File: config.mk
export PLATFORM = sky130hd
export DESIGN_NAME = ordered_timer_expiry_queue_top
export DESIGN_NICKNAME = d
export VERILOG_FILES = /design/src/design/otq_pkg.sv /design/src/design/otq_dp.sv /design/src/design/otq_ctrl.sv /design/src/design/ordered_timer_expiry_queue_top.sv
export SDC_FILE = /design/constraint.sdc
export NUM_CORES = 2
export LEC_CHECK = 0
export CELL_PAD_IN_SITES_DETAIL_PLACEMENT = 1
export CELL_PAD_IN_SITES_GLOBAL_PLACEMENT = 2
export CORE_UTILIZATION = 25
export DETAILED_ROUTE_END_ITERATION = 10
export DONT_BUFFER_PORTS = 1
export GPL_TIMING_DRIVEN = 0
export PLACE_DENSITY = 0.46
export RECOVER_POWER = 25
export REMOVE_ABC_BUFFERS = 1
export SYNTH_ARGS = -nofsm -noshare
export SYNTH_HDL_FRONTEND = slang
export SYNTH_HIERARCHICAL = 1
export SYNTH_SLANG_ARGS = --single-unit
File: constraint.sdc
create_clock -name clk_i -period 10.4 [get_ports clk_i]
set_clock_uncertainty 0.1 [all_clocks]
set_input_delay 1.04 -clock clk_i [delete_from_list [all_inputs] [get_ports clk_i]]
set_output_delay 1.04 -clock clk_i [all_outputs]
set_load 0.05 [all_outputs]
File: src/design/otq_pkg.sv
`default_nettype none
// ---------------------------------------------------------------------------
// otq_pkg: shared types and constants of the ordered timer expiry queue
// Field layouts of the input and result transactions, opcode names and the
// command/status bundles between controller and datapath.
// ---------------------------------------------------------------------------
package otq_pkg;

  localparam int NUM_TIMERS  = 16;
  localparam int IDX_W       = (NUM_TIMERS > 1) ? $clog2(NUM_TIMERS) : 1;
  localparam int STAMP_W     = IDX_W;
  localparam int CNT_W       = $clog2(NUM_TIMERS + 1);
  localparam int MAX_RESULTS = 16;
  localparam int RIDX_W      = $clog2(MAX_RESULTS);
  localparam int RES_W       = $clog2(MAX_RESULTS + 1);

  localparam int OP_W    = 2;
  localparam int ID_W    = 4;
  localparam int DELAY_W = 32;
  localparam int TIME_W  = 60;
  localparam int NEXT_W  = 61;

  localparam logic [NEXT_W-1:0] NEVER_TIME = NEXT_W'(1) << TIME_W;
  localparam logic [TIME_W-1:0] MAX_EXPIRY = {TIME_W{1'b1}};

  localparam logic [OP_W-1:0] OP_CREATE = 2'd0;
  localparam logic [OP_W-1:0] OP_CANCEL = 2'd1;
  localparam logic [OP_W-1:0] OP_TICK   = 2'd2;

  typedef struct packed {
    logic [OP_W-1:0]    op;
    logic [ID_W-1:0]    timer_id;
    logic [DELAY_W-1:0] delay_ms;
    logic [TIME_W-1:0]  now_ms;
  } in_item_t;

  typedef struct packed {
    logic              fired;
    logic [ID_W-1:0]   fired_id;
    logic              error;
    logic [NEXT_W-1:0] next_expiry;
    logic              last;
  } out_item_t;

  typedef struct packed {
    logic latch_in;
    logic create_wr;
    logic set_err;
    logic load_victim;
    logic disarm;
    logic scan_start;
    logic push_fire;
    logic set_earliest;
    logic emit_load;
  } dp_cmd_t;

  typedef struct packed {
    logic [OP_W-1:0] op;
    logic            create_ok;
    logic            cancel_ok;
    logic            scan_done;
    logic            best_due;
    logic            fire_full;
    logic            emit_last;
    logic            out_free;
  } dp_stat_t;

endpackage
`default_nettype wire

File: src/design/otq_dp.sv
`default_nettype none
// ---------------------------------------------------------------------------
// otq_dp: timer queue datapath
// Timer slots, expiry memory, sequential minimum scan, fire buffer and
// result register, all driven by controller commands.
// ---------------------------------------------------------------------------
module otq_dp import otq_pkg::*; (
  input  wire logic      clk_i,
  input  wire logic      rst_ni,
  input  wire in_item_t  in_item_i,
  input  wire dp_cmd_t   cmd_i,
  output dp_stat_t       stat_o,
  output logic           out_valid_o,
  input  wire logic      out_ready_i,
  output out_item_t      out_item_o
);

  // captured transaction
  logic [OP_W-1:0]    op_q;
  logic [ID_W-1:0]    id_q;
  logic [DELAY_W-1:0] delay_q;
  logic [TIME_W-1:0]  cur_time_q;
  logic               err_q;

  // slot state
  logic [NUM_TIMERS-1:0] armed_q;
  logic [STAMP_W-1:0]    stamp_q [NUM_TIMERS];
  logic [CNT_W-1:0]      stamp_cnt_q;
  logic [TIME_W-1:0]     exp_mem [NUM_TIMERS];

  // scan
  logic               scan_act_q;
  logic [IDX_W-1:0]   scan_issue_q;
  logic               rd_vld_q;
  logic [IDX_W-1:0]   rd_idx_q;
  logic               rd_armed_q;
  logic [STAMP_W-1:0] rd_stamp_q;
  logic [TIME_W-1:0]  rd_exp_q;
  logic               done_q;
  logic               best_valid_q;
  logic [IDX_W-1:0]   best_idx_q;
  logic [STAMP_W-1:0] best_stamp_q;
  logic [TIME_W-1:0]  best_exp_q;
  logic [NEXT_W-1:0]  earliest_q;

  // fire buffer and result
  logic [IDX_W-1:0]   fire_buf_q [MAX_RESULTS];
  logic [RES_W-1:0]   fire_cnt_q;
  logic [RIDX_W-1:0]  emit_idx_q;
  logic               out_valid_q;
  out_item_t          out_q;

  logic [IDX_W-1:0]   id_idx;
  logic               id_ok;
  logic [IDX_W-1:0]   rd_addr;
  logic [NEXT_W-1:0]  sum;
  logic [TIME_W-1:0]  sat_sum;
  logic               take;
  logic               emit_last;

  assign id_idx  = IDX_W'(id_q);
  assign id_ok   = 32'(id_q) < 32'(NUM_TIMERS);
  assign rd_addr = scan_act_q ? scan_issue_q : id_idx;

  // saturate just below never
  assign sum     = {1'b0, cur_time_q} + NEXT_W'(delay_q);
  assign sat_sum = sum[TIME_W] ? MAX_EXPIRY : sum[TIME_W-1:0];

  assign take = rd_armed_q &&
                (!best_valid_q || (rd_exp_q < best_exp_q) ||
                 ((rd_exp_q == best_exp_q) && (rd_stamp_q < best_stamp_q)));

  assign emit_last = (fire_cnt_q == '0) ||
                     (RES_W'(emit_idx_q) == fire_cnt_q - RES_W'(1));

  always_comb begin
    stat_o.op        = op_q;
    stat_o.create_ok = id_ok && !armed_q[id_idx];
    stat_o.cancel_ok = id_ok && armed_q[id_idx];
    stat_o.scan_done = done_q;
    stat_o.best_due  = best_valid_q && (best_exp_q <= cur_time_q);
    stat_o.fire_full = fire_cnt_q == RES_W'(MAX_RESULTS);
    stat_o.emit_last = emit_last;
    stat_o.out_free  = !out_valid_q || out_ready_i;
  end

  always_ff @(posedge clk_i) begin
    if (cmd_i.latch_in) begin
      op_q    <= in_item_i.op;
      id_q    <= in_item_i.timer_id;
      delay_q <= in_item_i.delay_ms;
    end
  end

  always_ff @(posedge clk_i or negedge rst_ni) begin
    if (!rst_ni) begin
      cur_time_q <= '0;
      err_q      <= 1'b0;
    end else begin
      if (cmd_i.latch_in) begin
        err_q <= 1'b0;
        if (in_item_i.op == OP_TICK) begin
          cur_time_q <= in_item_i.now_ms;
        end
      end else if (cmd_i.set_err) begin
        err_q <= 1'b1;
      end
    end
  end

  // expiry memory: one write port, one registered read port
  always_ff @(posedge clk_i) begin
    if (cmd_i.create_wr) begin
      exp_mem[id_idx] <= sat_sum;
    end
    rd_exp_q <= exp_mem[rd_addr];
  end

  // creation ranks: close the gap above a disarmed rank
  always_ff @(posedge clk_i) begin
    if (cmd_i.create_wr) begin
      stamp_q[id_idx] <= STAMP_W'(stamp_cnt_q);
    end else if (cmd_i.disarm) begin
      for (int j = 0; j < NUM_TIMERS; j++) begin
        if (armed_q[j] && (stamp_q[j] > best_stamp_q)) begin
          stamp_q[j] <= stamp_q[j] - STAMP_W'(1);
        end
      end
    end
    rd_stamp_q <= stamp_q[rd_addr];
    rd_idx_q   <= rd_addr;
  end

  always_ff @(posedge clk_i or negedge rst_ni) begin
    if (!rst_ni) begin
      armed_q     <= '0;
      stamp_cnt_q <= '0;
      rd_armed_q  <= 1'b0;
    end else begin
      if (cmd_i.create_wr) begin
        armed_q[id_idx] <= 1'b1;
        stamp_cnt_q     <= stamp_cnt_q + CNT_W'(1);
      end else if (cmd_i.disarm) begin
        armed_q[best_idx_q] <= 1'b0;
        if (stamp_cnt_q != '0) begin
          stamp_cnt_q <= stamp_cnt_q - CNT_W'(1);
        end
      end
      rd_armed_q <= armed_q[rd_addr];
    end
  end

  // scan sequencer: one slot issued per cycle, compared in the cycle after its read
  always_ff @(posedge clk_i or negedge rst_ni) begin
    if (!rst_ni) begin
      scan_act_q   <= 1'b0;
      scan_issue_q <= '0;
      rd_vld_q     <= 1'b0;
      done_q       <= 1'b0;
    end else begin
      rd_vld_q <= scan_act_q;
      done_q   <= rd_vld_q && (rd_idx_q == IDX_W'(NUM_TIMERS - 1));
      if (cmd_i.scan_start) begin
        scan_act_q   <= 1'b1;
        scan_issue_q <= '0;
      end else if (scan_act_q) begin
        scan_issue_q <= scan_issue_q + IDX_W'(1);
        if (scan_issue_q == IDX_W'(NUM_TIMERS - 1)) begin
          scan_act_q <= 1'b0;
        end
      end
    end
  end

  always_ff @(posedge clk_i or negedge rst_ni) begin
    if (!rst_ni) begin
      best_valid_q <= 1'b0;
    end else begin
      if (cmd_i.scan_start) begin
        best_valid_q <= 1'b0;
      end else if (cmd_i.load_victim) begin
        best_valid_q <= 1'b1;
      end else if (rd_vld_q && take) begin
        best_valid_q <= 1'b1;
      end
    end
  end

  always_ff @(posedge clk_i) begin
    if (cmd_i.load_victim) begin
      best_idx_q   <= id_idx;
      best_stamp_q <= rd_stamp_q;
    end else if (!cmd_i.scan_start && rd_vld_q && take) begin
      best_idx_q   <= rd_idx_q;
      best_stamp_q <= rd_stamp_q;
      best_exp_q   <= rd_exp_q;
    end
  end

  always_ff @(posedge clk_i or negedge rst_ni) begin
    if (!rst_ni) begin
      earliest_q <= NEVER_TIME;
    end else if (cmd_i.set_earliest) begin
      earliest_q <= best_valid_q ? {1'b0, best_exp_q} : NEVER_TIME;
    end
  end

  // fire buffer
  always_ff @(posedge clk_i) begin
    if (cmd_i.push_fire) begin
      fire_buf_q[fire_cnt_q[RIDX_W-1:0]] <= best_idx_q;
    end
  end

  always_ff @(posedge clk_i or negedge rst_ni) begin
    if (!rst_ni) begin
      fire_cnt_q <= '0;
      emit_idx_q <= '0;
    end else begin
      if (cmd_i.latch_in) begin
        fire_cnt_q <= '0;
        emit_idx_q <= '0;
      end else begin
        if (cmd_i.push_fire) begin
          fire_cnt_q <= fire_cnt_q + RES_W'(1);
        end
        if (cmd_i.emit_load) begin
          emit_idx_q <= emit_idx_q + RIDX_W'(1);
        end
      end
    end
  end

  // result register
  always_ff @(posedge clk_i or negedge rst_ni) begin
    if (!rst_ni) begin
      out_valid_q <= 1'b0;
    end else if (cmd_i.emit_load) begin
      out_valid_q <= 1'b1;
    end else if (out_ready_i) begin
      out_valid_q <= 1'b0;
    end
  end

  always_ff @(posedge clk_i) begin
    if (cmd_i.emit_load) begin
      out_q.next_expiry <= earliest_q;
      if (fire_cnt_q == '0) begin
        out_q.fired    <= 1'b0;
        out_q.fired_id <= '0;
        out_q.error    <= err_q;
        out_q.last     <= 1'b1;
      end else begin
        out_q.fired    <= 1'b1;
        out_q.fired_id <= ID_W'(fire_buf_q[emit_idx_q]);
        out_q.error    <= 1'b0;
        out_q.last     <= emit_last;
      end
    end
  end

  assign out_valid_o = out_valid_q;
  assign out_item_o  = out_q;

endmodule
`default_nettype wire

File: src/design/otq_ctrl.sv
`default_nettype none
// ---------------------------------------------------------------------------
// otq_ctrl: timer queue controller
// Sequences create, cancel and tick transactions over the datapath.
// ---------------------------------------------------------------------------
module otq_ctrl import otq_pkg::*; (
  input  wire logic     clk_i,
  input  wire logic     rst_ni,
  input  wire logic     in_valid_i,
  output logic          in_ready_o,
  input  wire dp_stat_t stat_i,
  output dp_cmd_t       cmd_o
);

  typedef enum logic [2:0] {
    ST_IDLE,
    ST_DECIDE,
    ST_CAN_LD,
    ST_CAN_DIS,
    ST_SCAN,
    ST_EMIT
  } state_e;

  state_e state_q, state_d;

  assign in_ready_o = state_q == ST_IDLE;

  always_comb begin
    cmd_o   = '0;
    state_d = state_q;
    unique case (state_q)
      ST_IDLE: begin
        if (in_valid_i) begin
          cmd_o.latch_in = 1'b1;
          state_d        = ST_DECIDE;
        end
      end
      ST_DECIDE: begin
        priority if (stat_i.op == OP_CREATE) begin
          if (stat_i.create_ok) begin
            cmd_o.create_wr  = 1'b1;
            cmd_o.scan_start = 1'b1;
            state_d          = ST_SCAN;
          end else begin
            cmd_o.set_err = 1'b1;
            state_d       = ST_EMIT;
          end
        end else if (stat_i.op == OP_CANCEL) begin
          if (stat_i.cancel_ok) begin
            state_d = ST_CAN_LD;
          end else begin
            state_d = ST_EMIT;
          end
        end else if (stat_i.op == OP_TICK) begin
          cmd_o.scan_start = 1'b1;
          state_d          = ST_SCAN;
        end else begin
          state_d = ST_EMIT;
        end
      end
      ST_CAN_LD: begin
        cmd_o.load_victim = 1'b1;
        state_d           = ST_CAN_DIS;
      end
      ST_CAN_DIS: begin
        cmd_o.disarm     = 1'b1;
        cmd_o.scan_start = 1'b1;
        state_d          = ST_SCAN;
      end
      ST_SCAN: begin
        if (stat_i.scan_done) begin
          if ((stat_i.op == OP_TICK) && stat_i.best_due && !stat_i.fire_full) begin
            // fire the earliest due slot and look again
            cmd_o.push_fire  = 1'b1;
            cmd_o.disarm     = 1'b1;
            cmd_o.scan_start = 1'b1;
          end else begin
            cmd_o.set_earliest = 1'b1;
            state_d            = ST_EMIT;
          end
        end
      end
      ST_EMIT: begin
        if (stat_i.out_free) begin
          cmd_o.emit_load = 1'b1;
          if (stat_i.emit_last) begin
            state_d = ST_IDLE;
          end
        end
      end
      default: begin
        state_d = ST_IDLE;
      end
    endcase
  end

  always_ff @(posedge clk_i or negedge rst_ni) begin
    if (!rst_ni) begin
      state_q <= ST_IDLE;
    end else begin
      state_q <= state_d;
    end
  end

endmodule
`default_nettype wire

File: src/design/ordered_timer_expiry_queue_top.sv
`default_nettype none
// ---------------------------------------------------------------------------
// ordered_timer_expiry_queue_top: one-shot timer queue ordered by expiry
// Usage: send create, cancel or tick transactions on the in channel; take
// result transactions on the out channel. Create and cancel give one result;
// a tick gives one result per fired timer, earliest first, or a single
// non-fired result when nothing is due. The last result of a transaction has
// last set, and every result carries the next pending expiry (2^60 = none).
// Timing: every expiry update runs a sequential scan over all slots, one slot
// per cycle through the expiry memory read port.
// Only one transaction is in work at a time; in_ready_o is high while the
// controller is idle, and the next transaction is taken while the last result
// still sits in the output register.
// Reset: all timers disarmed, time zero, next expiry none; no clearing pass.
// Stall: a held out_ready_i freezes result delivery; nothing is dropped.
// ---------------------------------------------------------------------------
module ordered_timer_expiry_queue_top import otq_pkg::*; (
  input  wire logic     clk_i,
  input  wire logic     rst_ni,
  input  wire logic     in_valid_i,
  output logic          in_ready_o,
  input  wire in_item_t in_item_i,
  output logic          out_valid_o,
  input  wire logic     out_ready_i,
  output out_item_t     out_item_o
);

  dp_cmd_t  cmd;
  dp_stat_t stat;

  // sequence the transaction
  otq_ctrl u_ctrl (
    .clk_i      (clk_i),
    .rst_ni     (rst_ni),
    .in_valid_i (in_valid_i),
    .in_ready_o (in_ready_o),
    .stat_i     (stat),
    .cmd_o      (cmd)
  );

  // hold slots, scan, and drive results
  otq_dp u_dp (
    .clk_i       (clk_i),
    .rst_ni      (rst_ni),
    .in_item_i   (in_item_i),
    .cmd_i       (cmd),
    .stat_o      (stat),
    .out_valid_o (out_valid_o),
    .out_ready_i (out_ready_i),
    .out_item_o  (out_item_o)
  );

endmodule
`default_nettype wire

Yosys cells after proc, flatten, opt, wreduce, memory -nomap -nowiden --
Memory sizes are Yosys's and may differ from the RTL's. A register that Yosys moved wholly into a read port is not among the register bits. Index checks and enable logic that the tools add are counted.
Operators by class: eq/ne operators 18, $add $sub $neg 23, magnitude comparators 24, bitwise logic cells 4, multiplexer cells 137, reductions and logical operators 53
Operator list (count):
- two-way mux 1 bit | 96
- greater-than comparator 4 bit | 16
- subtractor 4 x 1 -> 4 bit, second input constant | 16
- adder 60 x 32 -> 61 bit | 1
- two-way mux 61 bit | 1
- == test 60 bit | 1
- less-or-equal comparator 60 bit | 1
- < comparator 60 bit | 1
- two-way mux 60 bit | 1
- two-way mux 4 bit | 12
- two-way mux 16 bit | 2
- logical AND 1 bit | 27
- two-way mux 3 bit | 9
- two-way mux 5 bit | 5
- one-hot mux 3 bit (6 select lines) | 1
- bitwise AND 16 bit | 1
- NOT 16 bit | 1
- OR 16 bit | 1
- nonzero test 2 bit | 8
- < comparator 4 x 5 -> 1 bit, second input constant | 3
- adder 5 x 1 -> 5 bit, second input constant | 2
- subtractor 5 x 1 -> 5 bit, second input constant | 2
- adder 4 x 1 -> 4 bit, second input constant | 2
- binary-select mux 1 bit (select 4 bit) | 2
- other kinds (28) | 47
Storage, ports and cells: memory bits (writable) 1088, memories 3, register bits 343
Memories:
- u_dp.exp_mem | words 16, bits a word 60, rd ports 1, clocked after Yosys merged registers in 1, write ports 1, line otq_dp.sv:29 | logic [TIME_W-1:0] exp_mem [NUM_TIMERS];
- u_dp.fire_buf_q | words 16, bits a word 4, rd ports 1, clocked after Yosys merged registers in 0, write ports 1, line otq_dp.sv:47 | logic [IDX_W-1:0] fire_buf_q [MAX_RESULTS];
- u_dp.stamp_q | words 16, bits a word 4, rd ports 17, clocked after Yosys merged registers in 1, write ports 16, line otq_dp.sv:27 | logic [STAMP_W-1:0] stamp_q [NUM_TIMERS];

Logic depth before layout (Yosys ltp) --
depth after elaboration 12, depth in mapped cells 18

Cells and area by module --
Netlist, hierarchy kept.
By module, submodules not included:
- otq_dp | area each 64595.7 um^2, instances 1, sequential area each 43312.8 um^2, cells an instance 5269
- otq_ctrl | area each 300.3 um^2, instances 1, sequential area each 75.1 um^2, cells an instance 39

Least setup slack after synthesis --
OpenSTA, ideal clock, no wires.
path kind register to register, start point reg u_dp.id_q[0], in the netlist u_dp/id_idx[0], end point mem u_dp.exp_mem[0][0] (enable), data required time 9.746 ns, path buffers 2, setup time 0.554 ns, slack 3.104 ns, period minus slack after synthesis 7.296 ns, arrival time 6.642 ns, cell stages (with the launch flop) 10, cell sequence edfxtp_1 buf_2 mux4_2 mux4_2 inv_1 and3b_1 inv_1 or3_1 clkbuf_1 nor3_1
RTL lines:
- from (decl) | line otq_dp.sv:20 | logic [ID_W-1:0] id_q;
- from (signal assigned) | line otq_dp.sv:90 | id_q <= in_item_i.timer_id;
- to (decl) | line otq_dp.sv:29

Worst setup path in the final report --
start point reg u_dp.cur_time_q[5], end point mem u_dp.exp_mem[6][58], data pin
On the way: word-level cells in the longest chain between the ends 2
RTL lines:
- from (decl) | line otq_dp.sv:22 | logic [TIME_W-1:0] cur_time_q;
- from (signal assigned) | line otq_dp.sv:103 | cur_time_q <= in_item_i.now_ms;
- adder 60 x 32 -> 61 bit | line otq_dp.sv:66 | assign sum = {1'b0, cur_time_q} + NEXT_W'(delay_q);
- two-way mux 60 bit | line otq_dp.sv:67 | assign sat_sum = sum[TIME_W] ? MAX_EXPIRY : sum[TIME_W-1:0];
- net u_dp.sat_sum[58] | line otq_dp.sv:57 | logic [TIME_W-1:0] sat_sum;
The timed path passes the listed nets, and every way through them passes these cells.

==> impl_metrics.toml <==
[floorplan]
initial_core_util_pct = 25.2
die_h_um = 511
io_pins = 172
fp.dieW_um = 511
dieArea_mm2 = 0.262
rows = 186
coreArea_mm2 = 0.257

[global_route]
antenna_found_initial = 11
first_global_vias = 44700
grt_use_total_pct = 18.3
grt_max_degree = 166
grt_pass1_wl_mm = 343
grt_overflow = 0

[synthesis]
syn_area_mm2 = 0.0649
ys_warn_count = 6
syn_inst = 5308
synth-edff-count = 1262
synth_cell_type_count = 84
async_flop_share_pct = 11.0
ys_seq_area_share_pct = 66.9
ys_ff_latch = 1495
avgSynthCellArea_um2 = 12.2
synthFlopType = "edfxtp_1"

[clocking]
cts.path.max_buffers = 3
htree_levels = 4
cts_resized = 0
clockRootBuffer = "clkbuf_16"
cts_tree = "done"
cts_buffers = 182
clkLatencyLatePin_ns = 0.85
cts.reportedPaths.clkPinSlew_ns = 0.06
clkSinkCount = 1495

[detailed_routing]
drc = 0
via_per_inst = 4.80
wl_per_cell_um = 27.0
drt-total-wl_mm = 242
antenna_left = 0
drt-initial-drc-count = 2710
first_pass_iters = 5
num_vias = 43000

[power]
cellPowerDensity_mw_per_mm2 = 328
vdd_drop_max_mv = 0.188
p_total_mw = 25.6
leakage_nw = 28.4

[timing]
period_share_pct = 81.0
timing.fmax_mhz = 119
finalCriticalPeriod_ns = 8.42
hold_viol = 0
worstMarginPinSlew_ns = 5.39
grt_setup_unrepaired = "false"
slew_headroom_pct = -259
finalSetupViolations = 0
maxSlewViolCount = 410

[critical_path]
critPathMaxStageDelay_ns = 1.82
cp_cell_sequence = "ha_1 -> and3_1 -> a221oi_1 -> nor4_1 -> nor3_1 -> o31ai_1 -> nand3_1 -> and4_1 -> nor2_1"
r2r_cells = 9
path_max_fanout = 23
path_buf_inv = 0
critical_path.top_delay_family = "simple AND/OR/NAND/NOR gates"
crit_required_ns = 10.76
startpoint_type = "flip-flop"
critPathKind = "flip-flop to flip-flop"
cp_num_cells = 9
cp_slowest_cell = "o31ai_1"
arrival_ns = 8.79
worstSetupEndpointType = "flip-flop"

[layout]
layout.nets = 5760
fin_util_pct = 30.4
seq_area_mm2 = 0.0434
drive_gt1_share_pct = 10.9
multi_input_area_mm2 = 0.0196
areaGrowthSynthToFinish_pct = 20.4
design_area_mm2 = 0.0781
fillerInstances = 27700

[placement]
place_congestion = 0.720
placed_area_mm2 = 0.0721
place_hpwl_mm = 163
port_buffers = 0

[worst_hold_path]
hold_depth = 0
min_path_type = "primary input to flip-flop"

[run_status]
violations = "capacitance limit, slew limit"
outcome = "finished, violations left"

[job]
drv_cap = 14
==> final timing paths <==
kind / start / end / slack, ns
worst max-delay path: u_dp/cur_time_q[5] / u_dp/exp_mem[6][58] / 1.98
min in group asynchronous: rst_ni / u_dp/cur_time_q[5] / 1.98
worst min register to register: u_dp/rd_exp_q[18] / u_dp/best_exp_q[18] / 0.33
max in group asynchronous: rst_ni / u_dp/earliest_q[0] / 6.19
worst max register to register: u_dp/cur_time_q[5] / u_dp/exp_mem[6][58] / 1.98
worst min-delay path: in_item_i[66] / u_dp/delay_q[6] / 0.18
==> report_power, final <==
group | total (mW) | internal (mW) | switching [mW]
combinational | 9.26 | 3.06 | 6.20
clock | 6.60 | 3.88 | 2.71
sequential | 9.77 | 8.59 | 1.18
==> through the flow <==
stage / instances / hold WS, ns / worst slack (ns) / setup TNS, ns
final: 8959 / 0.184 / 1.98 / 0
after global routing: 8957 / 0.120 / 1.54 / 0
after floorplan: 5024 / 0.300 / -51.26 / -3392.64
after global placement: 8408 / 0.322 / -213.50 / -
after CTS: 8952 / 0.107 / 3.24 / 0
after detailed placement: 8608 / 0.318 / 3.31 / 0
==> flip-flops by register name, summed over array words and instances, names as in the netlist, 16 cells and up <==
signal / count
u_dp/exp_mem: 960
u_dp/out_item_o: 68
u_dp/fire_buf_q: 64
u_dp/stamp_q: 64
u_dp/earliest_q: 61
u_dp/best_exp_q: 60
u_dp/cur_time_q: 60
u_dp/rd_exp_q: 60
u_dp/delay_q: 32
u_dp/armed_q: 16
==> cell type report <==
class                           count  area share (%)
Clock buffer                      246            6.52
Sequential cell                  1495            55.5
Inverter                          240            1.18
Tap cell                         3384            5.42
Antenna cell                        5          0.0160
Timing Repair Buffer              203            4.83
Multi-Input combinational cell   3289            25.1
Clock inverter                     97            1.43
==> cell families after synthesis <==
kind of cell | count (synthesis) | share of synthesized area [%]
XOR/XNOR | 89 | 1.20
adder cells (fa/ha/maj) | 247 | 4.79
AO/OA/AOI/OAI | 685 | 7.17
flip-flops | 1495 | 66.9
multiplexers | 108 | 2.06
buffers and inverters | 524 | 3.15
AND/OR/NAND/NOR | 2160 | 14.8
==> per-layer routing <==
layer / up-vias / routed length (um) / GRT usage, %
met5: - / 42 / 0
met4: 6 / 5770 / 4.74
met3: 285 / 6980 / 2.50
met2: 585 / 112000 / 29.5
met1: 22500 / 117000 / 25.6
li1: 19600 / - / -
==> synth_stat cells, types with 72 or more instances <==
cell type  count  area (um2)
a21oi_1       89         445
a311oi_1     134        1170
a31oi_1       80         500
and3_1        72         450
clkbuf_1     229         860
dfrtp_1      164        4100
edfxtp_1    1262       37900
ha_1         245        3070
inv_1        238         893
nand2_1     1196        4490
nand3_1      591        2960
nor2_1        98         368
o21ai_0      180         901
==> layout by cell type (no fill, tap or decap), types with 28 or more instances in the layout <==
cell / count
a21oi_1: 89
a31oi_1: 76
o21ai_0: 179
edfxtp_1: 1262
a311oi_1: 134
nor2_1: 85
nand3_1: 592
clkbuf_1: 46
o21a_1: 41
nor2b_1: 29
mux2_2: 68
clkinv_1: 28
buf_16: 53
ha_1: 245
clkbuf_16: 185
nand2_1: 1196
buf_12: 78
inv_1: 236
and3_1: 72
xnor2_1: 70
nand4_1: 52
a21o_1: 48
buf_6: 48
dfrtp_1: 162
dfxtp_1: 68
nor3_1: 43
==> repair_timing <==
action,4_1_cts,5_1_grt
hold buffers,1,1
hold endpoints to repair,165,39
setup buffers,0,0
Note: power is estimated with default switching activity, not from simulation.
